--- src/sv/i2cmbe_pkg.sv ---
// Shared types and constants for the I2C master byte engine.
package i2cmbe_pkg;

  localparam int CQ_DEPTH = 4;
  localparam int CQ_AW    = $clog2(CQ_DEPTH);
  localparam int OQ_DEPTH = 2;
  localparam int OQ_AW    = $clog2(OQ_DEPTH);

  localparam logic [15:0] PHASE_TICKS_RST = 16'd5;

  localparam logic [2:0] FUNC_NONE   = 3'd0;
  localparam logic [2:0] FUNC_START  = 3'd1;
  localparam logic [2:0] FUNC_STOP   = 3'd2;
  localparam logic [2:0] FUNC_WRITE  = 3'd3;
  localparam logic [2:0] FUNC_RD_ACK = 3'd4;
  localparam logic [2:0] FUNC_RD_NAK = 3'd5;

  typedef struct packed {
    logic [2:0] op;
    logic [7:0] wr_byte;
    logic       sda_line;
  } cmd_item_t;

  typedef struct packed {
    logic       scl;
    logic       sda;
    logic       busy_res;
    logic       done_res;
    logic [7:0] rd_byte;
    logic       ack_ok;
  } result_t;

endpackage

--- src/sv/i2c_master_byte_engine_core.sv ---
// I2C master byte engine: one input item per tick, one result item per input item.
// Each input item is one bus timing tick; every accepted item yields exactly one result
// holding the SCL/SDA drive, busy and done flags, last read byte and last ack status.
// Sustained rate is one item per clock while the result queue has room: the phase
// sequencer advances one tick per accepted item. A four-entry command queue and a
// two-entry result queue, both registered, decouple both sides.
// cfg_ready is always high; write phase_ticks only while both queues are empty.
module i2c_master_byte_engine_core
  import i2cmbe_pkg::*;
(
  input  logic        clk,
  input  logic        rst_n,
  input  logic        cfg_valid,
  output logic        cfg_ready,
  input  logic [15:0] cfg_data,
  input  logic        push,
  output logic        full,
  input  logic [2:0]  in_func,
  input  logic [7:0]  in_wr_byte,
  input  logic        in_sda_line,
  output logic        empty,
  input  logic        pop,
  output logic        out_scl,
  output logic        out_sda,
  output logic        out_busy_res,
  output logic        out_done_res,
  output logic [7:0]  out_rd_byte,
  output logic        out_ack_ok
);

  logic      q_valid;
  logic      q_pop;
  cmd_item_t q_item;
  result_t   res;

  i2cmbe_front u_front (
    .clk         (clk),
    .rst_n       (rst_n),
    .push        (push),
    .full        (full),
    .in_func     (in_func),
    .in_wr_byte  (in_wr_byte),
    .in_sda_line (in_sda_line),
    .q_valid     (q_valid),
    .q_item      (q_item),
    .q_pop       (q_pop)
  );

  i2cmbe_back u_back (
    .clk       (clk),
    .rst_n     (rst_n),
    .cfg_valid (cfg_valid),
    .cfg_ready (cfg_ready),
    .cfg_data  (cfg_data),
    .q_valid   (q_valid),
    .q_item    (q_item),
    .q_pop     (q_pop),
    .empty     (empty),
    .pop       (pop),
    .res       (res)
  );

  assign out_scl      = res.scl;
  assign out_sda      = res.sda;
  assign out_busy_res = res.busy_res;
  assign out_done_res = res.done_res;
  assign out_rd_byte  = res.rd_byte;
  assign out_ack_ok   = res.ack_ok;

endmodule

--- src/sv/i2cmbe_front.sv ---
// Front end: accepts tick items, classifies the command code and queues them.
module i2cmbe_front
  import i2cmbe_pkg::*;
(
  input  logic       clk,
  input  logic       rst_n,
  input  logic       push,
  output logic       full,
  input  logic [2:0] in_func,
  input  logic [7:0] in_wr_byte,
  input  logic       in_sda_line,
  output logic       q_valid,
  output cmd_item_t  q_item,
  input  logic       q_pop
);

  cmd_item_t            mem_r [CQ_DEPTH];
  logic [CQ_AW-1:0]     wr_ptr_r, wr_ptr_nxt;
  logic [CQ_AW-1:0]     rd_ptr_r, rd_ptr_nxt;
  logic [CQ_AW:0]       cnt_r, cnt_nxt;
  logic                 do_push, do_pop;
  cmd_item_t            item_in;

  always_comb begin
    item_in.wr_byte  = in_wr_byte;
    item_in.sda_line = in_sda_line;
    unique case (in_func) inside
      FUNC_START, FUNC_STOP, FUNC_WRITE, FUNC_RD_ACK, FUNC_RD_NAK: item_in.op = in_func;
      default: item_in.op = FUNC_NONE;
    endcase
  end

  assign full    = (cnt_r == (CQ_AW+1)'(CQ_DEPTH));
  assign q_valid = (cnt_r != '0);
  assign q_item  = mem_r[rd_ptr_r];
  assign do_push = push && !full;
  assign do_pop  = q_pop && q_valid;

  always_comb begin
    wr_ptr_nxt = do_push ? wr_ptr_r + 1'b1 : wr_ptr_r;
    rd_ptr_nxt = do_pop  ? rd_ptr_r + 1'b1 : rd_ptr_r;
    cnt_nxt    = cnt_r + (CQ_AW+1)'(do_push) - (CQ_AW+1)'(do_pop);
  end

  always_ff @(posedge clk) begin
    if (!rst_n) begin
      wr_ptr_r <= '0;
      rd_ptr_r <= '0;
      cnt_r    <= '0;
    end else begin
      wr_ptr_r <= wr_ptr_nxt;
      rd_ptr_r <= rd_ptr_nxt;
      cnt_r    <= cnt_nxt;
    end
  end

  always_ff @(posedge clk) begin
    if (do_push) begin
      mem_r[wr_ptr_r] <= item_in;
    end
  end

endmodule

--- src/sv/i2cmbe_back.sv ---
// Back end: bus phase sequencer, phase_ticks register and result queue.
module i2cmbe_back
  import i2cmbe_pkg::*;
(
  input  logic        clk,
  input  logic        rst_n,
  input  logic        cfg_valid,
  output logic        cfg_ready,
  input  logic [15:0] cfg_data,
  input  logic        q_valid,
  input  cmd_item_t   q_item,
  output logic        q_pop,
  output logic        empty,
  input  logic        pop,
  output result_t     res
);

  localparam logic [3:0] S_IDLE   = 4'd0;
  localparam logic [3:0] S_ST1    = 4'd1;
  localparam logic [3:0] S_ST2    = 4'd2;
  localparam logic [3:0] S_SP1    = 4'd3;
  localparam logic [3:0] S_SP2    = 4'd4;
  localparam logic [3:0] S_SP3    = 4'd5;
  localparam logic [3:0] S_WR_LO  = 4'd6;
  localparam logic [3:0] S_WR_HI  = 4'd7;
  localparam logic [3:0] S_WA_LO  = 4'd8;
  localparam logic [3:0] S_WA_HI  = 4'd9;
  localparam logic [3:0] S_WA_END = 4'd10;
  localparam logic [3:0] S_RD_LO  = 4'd11;
  localparam logic [3:0] S_RD_HI  = 4'd12;
  localparam logic [3:0] S_RA_LO  = 4'd13;
  localparam logic [3:0] S_RA_HI  = 4'd14;
  localparam logic [3:0] S_RA_END = 4'd15;

  logic [15:0] phase_ticks_r;
  logic [3:0]  state_r, state_nxt;
  logic [2:0]  op_r, op_nxt;
  logic [15:0] delay_r, delay_nxt;
  logic [3:0]  bit_cnt_r, bit_cnt_nxt;
  logic [7:0]  shift_r, shift_nxt;
  logic        scl_r, scl_nxt;
  logic        sda_r, sda_nxt;
  logic [7:0]  rd_byte_r, rd_byte_nxt;
  logic        ack_r, ack_nxt;
  logic        fin;
  logic        step_en;
  logic [15:0] load_val;
  logic [3:0]  bit_inc;
  result_t     res_nxt;

  result_t          oq_mem_r [OQ_DEPTH];
  logic [OQ_AW-1:0] oq_wr_r, oq_rd_r;
  logic [OQ_AW:0]   oq_cnt_r, oq_cnt_nxt;
  logic             oq_space, oq_pop;

  assign cfg_ready = 1'b1;

  assign oq_space = (oq_cnt_r != (OQ_AW+1)'(OQ_DEPTH));
  assign step_en  = q_valid && oq_space;
  assign q_pop    = step_en;
  assign empty    = (oq_cnt_r == '0);
  assign oq_pop   = pop && !empty;
  assign res      = oq_mem_r[oq_rd_r];

  assign load_val = (phase_ticks_r == 16'd0) ? 16'd1 : phase_ticks_r;
  assign bit_inc  = bit_cnt_r + 4'd1;

  always_comb begin
    state_nxt   = state_r;
    op_nxt      = op_r;
    delay_nxt   = delay_r;
    bit_cnt_nxt = bit_cnt_r;
    shift_nxt   = shift_r;
    scl_nxt     = scl_r;
    sda_nxt     = sda_r;
    rd_byte_nxt = rd_byte_r;
    ack_nxt     = ack_r;
    fin         = 1'b0;
    if (step_en) begin
      if (state_r == S_IDLE) begin
        case (q_item.op) inside
          FUNC_START: begin
            op_nxt = q_item.op; bit_cnt_nxt = 4'd0;
            sda_nxt = 1'b1; scl_nxt = 1'b1;
            state_nxt = S_ST1; delay_nxt = load_val;
          end
          FUNC_STOP: begin
            op_nxt = q_item.op; bit_cnt_nxt = 4'd0;
            scl_nxt = 1'b0; sda_nxt = 1'b0;
            state_nxt = S_SP1; delay_nxt = load_val;
          end
          FUNC_WRITE: begin
            op_nxt = q_item.op; bit_cnt_nxt = 4'd0;
            shift_nxt = q_item.wr_byte; sda_nxt = q_item.wr_byte[7];
            state_nxt = S_WR_LO; delay_nxt = load_val;
          end
          FUNC_RD_ACK, FUNC_RD_NAK: begin
            op_nxt = q_item.op; bit_cnt_nxt = 4'd0;
            shift_nxt = 8'd0; sda_nxt = 1'b1;
            state_nxt = S_RD_LO; delay_nxt = load_val;
          end
          default: ;
        endcase
      end else if (delay_r > 16'd1) begin
        delay_nxt = delay_r - 16'd1;
      end else begin
        unique case (state_r)
          S_ST1: begin sda_nxt = 1'b0; state_nxt = S_ST2; delay_nxt = load_val; end
          S_ST2: begin scl_nxt = 1'b0; fin = 1'b1; end
          S_SP1: begin scl_nxt = 1'b1; state_nxt = S_SP2; delay_nxt = load_val; end
          S_SP2: begin sda_nxt = 1'b1; state_nxt = S_SP3; delay_nxt = load_val; end
          S_SP3: fin = 1'b1;
          S_WR_LO: begin scl_nxt = 1'b1; state_nxt = S_WR_HI; delay_nxt = load_val; end
          S_WR_HI: begin
            scl_nxt     = 1'b0;
            shift_nxt   = {shift_r[6:0], 1'b0};
            bit_cnt_nxt = bit_inc;
            delay_nxt   = load_val;
            if (bit_inc < 4'd8) begin
              sda_nxt = shift_r[6]; state_nxt = S_WR_LO;
            end else begin
              sda_nxt = 1'b1; state_nxt = S_WA_LO;
            end
          end
          S_WA_LO: begin scl_nxt = 1'b1; state_nxt = S_WA_HI; delay_nxt = load_val; end
          S_WA_HI: begin
            ack_nxt = !q_item.sda_line; scl_nxt = 1'b0;
            state_nxt = S_WA_END; delay_nxt = load_val;
          end
          S_WA_END: fin = 1'b1;
          S_RD_LO: begin scl_nxt = 1'b1; state_nxt = S_RD_HI; delay_nxt = load_val; end
          S_RD_HI: begin
            shift_nxt   = {shift_r[6:0], q_item.sda_line};
            scl_nxt     = 1'b0;
            bit_cnt_nxt = bit_inc;
            delay_nxt   = load_val;
            if (bit_inc < 4'd8) begin
              state_nxt = S_RD_LO;
            end else begin
              sda_nxt = (op_r != FUNC_RD_ACK); state_nxt = S_RA_LO;
            end
          end
          S_RA_LO: begin scl_nxt = 1'b1; state_nxt = S_RA_HI; delay_nxt = load_val; end
          S_RA_HI: begin scl_nxt = 1'b0; state_nxt = S_RA_END; delay_nxt = load_val; end
          S_RA_END: begin rd_byte_nxt = shift_r; fin = 1'b1; end
          default: fin = 1'b1;
        endcase
        if (fin) begin
          state_nxt = S_IDLE;
          delay_nxt = 16'd0;
        end
      end
    end
  end

  always_comb begin
    res_nxt.scl      = scl_nxt;
    res_nxt.sda      = sda_nxt;
    res_nxt.busy_res = (state_nxt != S_IDLE);
    res_nxt.done_res = fin;
    res_nxt.rd_byte  = rd_byte_nxt;
    res_nxt.ack_ok   = ack_nxt;
    oq_cnt_nxt       = oq_cnt_r + (OQ_AW+1)'(step_en) - (OQ_AW+1)'(oq_pop);
  end

  always_ff @(posedge clk) begin
    if (!rst_n) begin
      phase_ticks_r <= PHASE_TICKS_RST;
      state_r       <= S_IDLE;
      op_r          <= FUNC_NONE;
      delay_r       <= 16'd0;
      bit_cnt_r     <= 4'd0;
      shift_r       <= 8'd0;
      scl_r         <= 1'b1;
      sda_r         <= 1'b1;
      rd_byte_r     <= 8'd0;
      ack_r         <= 1'b0;
      oq_wr_r       <= '0;
      oq_rd_r       <= '0;
      oq_cnt_r      <= '0;
    end else begin
      if (cfg_valid && cfg_ready) begin
        phase_ticks_r <= cfg_data;
      end
      state_r   <= state_nxt;
      op_r      <= op_nxt;
      delay_r   <= delay_nxt;
      bit_cnt_r <= bit_cnt_nxt;
      shift_r   <= shift_nxt;
      scl_r     <= scl_nxt;
      sda_r     <= sda_nxt;
      rd_byte_r <= rd_byte_nxt;
      ack_r     <= ack_nxt;
      oq_wr_r   <= step_en ? oq_wr_r + 1'b1 : oq_wr_r;
      oq_rd_r   <= oq_pop ? oq_rd_r + 1'b1 : oq_rd_r;
      oq_cnt_r  <= oq_cnt_nxt;
    end
  end

  always_ff @(posedge clk) begin
    if (step_en) begin
      oq_mem_r[oq_wr_r] <= res_nxt;
    end
  end

`ifndef SYNTHESIS
  a_done_not_busy: assert property (@(posedge clk) disable iff (!rst_n)
    step_en |-> !(res_nxt.done_res && res_nxt.busy_res))
    else $error("done and busy both set in one item");

  a_oq_bound: assert property (@(posedge clk) disable iff (!rst_n)
    oq_cnt_r <= (OQ_AW+1)'(OQ_DEPTH))
    else $error("result queue count out of range");

  a_hold_when_stalled: assert property (@(posedge clk) disable iff (!rst_n)
    !step_en |=> $stable(state_r) && $stable(delay_r))
    else $error("sequencer moved without an item");

  a_bit_cnt_range: assert property (@(posedge clk) disable iff (!rst_n)
    bit_cnt_r <= 4'd8)
    else $error("bit counter out of range");
`endif

endmodule
--- config.mk ---
export PLATFORM = sky130hd
export DESIGN_NAME = i2c_master_byte_engine_core
export DESIGN_NICKNAME = d
export VERILOG_FILES = /design/src/sv/i2cmbe_pkg.sv /design/src/sv/i2c_master_byte_engine_core.sv /design/src/sv/i2cmbe_front.sv /design/src/sv/i2cmbe_back.sv
export SDC_FILE = /design/constraint.sdc
export NUM_CORES = 1
export LEC_CHECK = 0
export BUFFER_PORTS_ARGS = -buffer_cell sky130_fd_sc_hd__buf_2
export CORE_AREA = 10 10 143 145
export CTS_CLUSTER_DIAMETER = 150
export CTS_CLUSTER_SIZE = 30
export DETAILED_ROUTE_END_ITERATION = 8
export DIE_AREA = 0 0 153 155
export SYNTH_ARGS = -nofsm -noshare
export SYNTH_HDL_FRONTEND = slang
export SYNTH_SLANG_ARGS = --single-unit
export TNS_END_PERCENT = 5
--- constraint.sdc ---
create_clock -name clk -period 8.49 [get_ports clk]
set_input_delay 0.4245 -clock clk [delete_from_list [all_inputs] [get_ports clk]]
set_output_delay 0.4245 -clock clk [all_outputs]
set_load 0.1 [all_outputs]
==> results.md <==
* Synth async-reset ratio at 0
* Vias per cell at approximately 5.4
* Seq/Total Area, Yosys at 0.543
* CTS tree: yes
* Flops & latches, synth at 150
* Setup Buffers After CTS at 0
* Main flop type after synthesis: dfxtp_1
* HPWL Detailed at 10.5 mm
* Clock-pin slew on the worst setup and hold paths at 70 ps
* Reg-to-reg startpoint: u_back.state_r[0]
* Clk pwr share at 0.220
* Pwr Density at 430 mW/mm^2
* Layout Skew at 9.91 ps
* NumNets Final at roughly 700
* Chip Height at 155 um
* Worst Setup End Kind: register
* Global Route Usage Sum at 0.126
* Fillers at 1623
* Utilization after layout at 0.445
* Die X at 153 um
* Critical setup path kind: reg2reg
* DRT antenna net count at 0
* Final Hold Fails at 0
* 1st-iter DRT viols at 358
* Residual DRC at 0
* Worst reg2reg path depth at 5
* Hold-fix buffers, CTS at 0
* Fraction of layout cells with a size suffix above 1 at 0.197
* RePlAce Congestion at 0.836
* Routed WL at roughly 15 mm
* Syn Std Cell Area at 0.00690 mm^2
* Maxcap violations at 0
* Vias at 4735
* Static Leak at just under 3 nW
* Total grt overflow at 0
* Hold Crit Depth at 1
* Type of the worst min-delay path: in2reg
* Fin crit period at 2940 ps
* Root Buffer: clkbuf_16
* Int Power at 1.87 mW
* Psw at 1.51 mW
* Clk Latency, worst-skew pair at 420 ps
* Site row count at 49
* Fmax achieved at between 300 and 400 MHz
* Yosys top cell area share at 0.322
* Ys Warns at 0
* Initial DRT Pass Iterations at 5
* Worst-Margin Slew at 1130 ps
* Slew margin rel. at 0.241
* Starting density of the core at 0.391
* Pins Over Slew Limit at 0
* Area contributors post-synth: edfxtp_1 (32%), dfxtp_1 (22%), mux4_2 (3.9%)
* Switching share of power at 0.446
* EDFF count, synth at 74
* Synth unique cells at 66
* Clk buf depth at 2
* Beginning of the critical path: u_back.state_r[0]
* Post-CTS resize count at 0
* Top-count cell post-synth: dfxtp_1
* Combinational group share of total power at 0.456
* Syn Inst Count at 611
* Largest net degree at the start of global routing at 35
* R2R setup slack at 5550 ps
* Worst vdd ir at ~280 uV
* Outcome: finished clean
* RR Endpoint: u_back.shift_r[0]
* First-pass GRT wire length at roughly 25 mm
* Data arrival, critical path at 3240 ps
* Critical Path Source Type: register
* Total clock sinks at 150
* Post-Syn Nets at 658
* Core Area at 0.0177 mm^2
* Setup TNS at 0 ps
* Final period utilization at 0.346
* CP required at ~8800 ps
* Hold EP: u_front.mem_r[0][3]
* Routed WL per cell at 16.8 um
* Commonest cells post-synth: dfxtp_1 (76), edfxtp_1 (74), nor2_1 (59)
* Vias in the first global route at 4703
* I/O pin cnt at 49
* Worst hold start: in_wr_byte[2]
* Synthesis-to-finish area growth at 13.9%
* Seq pwr share at 0.324
* Die area at 0.0237 mm^2
* Final setup fails at 0
* CTS buffer count at 17
* # H-tree levels at 4
* Crit-path max FO at 19
* Unrepaired setup endpoints after global routing: false
* Antenna diodes at 0
* Initial antenna violation count at 0
* Avg Cell Area, Syn at 11.3 um^2
* Port Buffer Count at 47
* Cell taking the most area after synthesis: edfxtp_1
==> kinds of logic (layout without fill, tap and decap cells) <==
| family | Yosys count | in the layout | synth area share |
|---|---|---|---|
| compound gates | 117 | 117 | 0.107 |
| xor+xnor | 22 | 22 | 0.0279 |
| fa+ha+maj | 14 | 14 | 0.0265 |
| buf+inv | 59 | 103 | 0.0370 |
| flops | 150 | 150 | 0.543 |
| mux | 53 | 53 | 0.107 |
| other cells | 1 | 1 | 0.000544 |
| simple gates | 195 | 195 | 0.151 |
==> critical path: stages, from the launching register on <==
cell and delay, ps:
dfxtp_1 510, or4_1 900, a21oi_1 740, nand3_2 280
a311oi_1 320, nor3_1 70
==> layer usage <==
metal | GRT usage | part of all wire
met4 | 0.0481 | 0.012
met2 | 0.206 | 0.48
met3 | 0.0347 | 0.051
met5 | 0 | 0
met1 | 0.155 | 0.46
==> per-stage QoR <==
stage / total power [mW] / setup WS (ps) / instance area (um^2) / hold slack (ps) / cells
floorplan: 2.33 / 4650 / 6900 / 435 / 611
global placement: 2.60 / 5610 / 7270 / 460 / 852
detailed placement: 2.64 / 5560 / 7270 / 471 / 852
CTS: 3.39 / 5540 / 7860 / 195 / 884
global route: 3.59 / 5280 / 7860 / 201 / 884
finish: 3.38 / 5550 / 7860 / 213 / 884
==> power groups by stage <==
stage / Sequential [mW] / Combinational (mW) / Clock, mW
6_report: 1.09 / 1.54 / 0.741
3_5_place_dp: 1.11 / 1.53 / 0
4_1_cts: 1.09 / 1.54 / 0.758
5_1_grt: 1.12 / 1.69 / 0.789
2_1_floorplan: 1.03 / 1.30 / 0
3_3_place_gp: 1.10 / 1.50 / 0
==> cell usage in the layout (no fill, tap or decap), types with 4 or more instances in the layout <==
cell       synthesis  final
o31ai_1            4      4
a31oi_1           10     10
nand2b_1           5      5
buf_4              1      4
nor3_1            24     24
clkbuf_16          0     18
a22oi_1            4      4
or2_2              4      4
xor2_1            11     11
xnor2_1           11     11
edfxtp_1          74     74
buf_2              5     47
mux4_2            12     12
mux2_4             8      8
nor2_1            59     59
o21ai_0           34     33
and2_1            23     23
inv_6              0      4
o22ai_1            5      5
nor2b_1           15     15
nand2_1           21     21
mux2i_1           19     19
nand3_1           13     13
a211oi_1          11     11
inv_1             19     19
mux2_2            14     14
nor4_1            10     10
a21oi_1           23     23
a221oi_1           7      7
dfxtp_1           76     76
ha_1              13     13
==> sequential cells by signal (all words and copies together) (netlist names), named ones only <==
signal                count
u_front.mem_r            48
u_back.oq_mem_r          26
u_back.delay_r           16
u_back.phase_ticks_r     16
u_back.rd_byte_r          8
u_back.shift_r            8
u_back.bit_cnt_r          4
u_back.state_r            4
u_back.op_r               3
u_front.cnt_r             3
u_back.oq_cnt_r           2
u_front.rd_ptr_r          2
u_front.wr_ptr_r          2
u_back.ack_r              1
u_back.oq_rd_r            1
u_back.oq_wr_r            1
u_back.scl_r              1
u_back.sda_r              1
==> cell type report <==
cell class,count,area (um^2),share of cell area
Clock buffer,19,454,0.0578
Clock inverter,13,134,0.0170
Tap cell,229,287,0.0365
Inverter,20,75.1,0.00956
Sequential cell,150,3740,0.477
Timing Repair Buffer,51,265,0.0338
Multi-Input combinational cell,402,2900,0.369
==> how the worst max path moves through the flow <==
stage	endpoint	cells past startpoint
2_1_floorplan	u_front.cnt_r[2]	9
3_3_place_gp	u_back.rd_byte_r[2]	6
3_5_place_dp	u_back.shift_r[0]	6
4_1_cts	u_back.shift_r[0]	6
5_1_grt	u_back.shift_r[3]	6
6_report	u_back.shift_r[0]	5
Note: power is estimated with default switching activity, not from simulation.
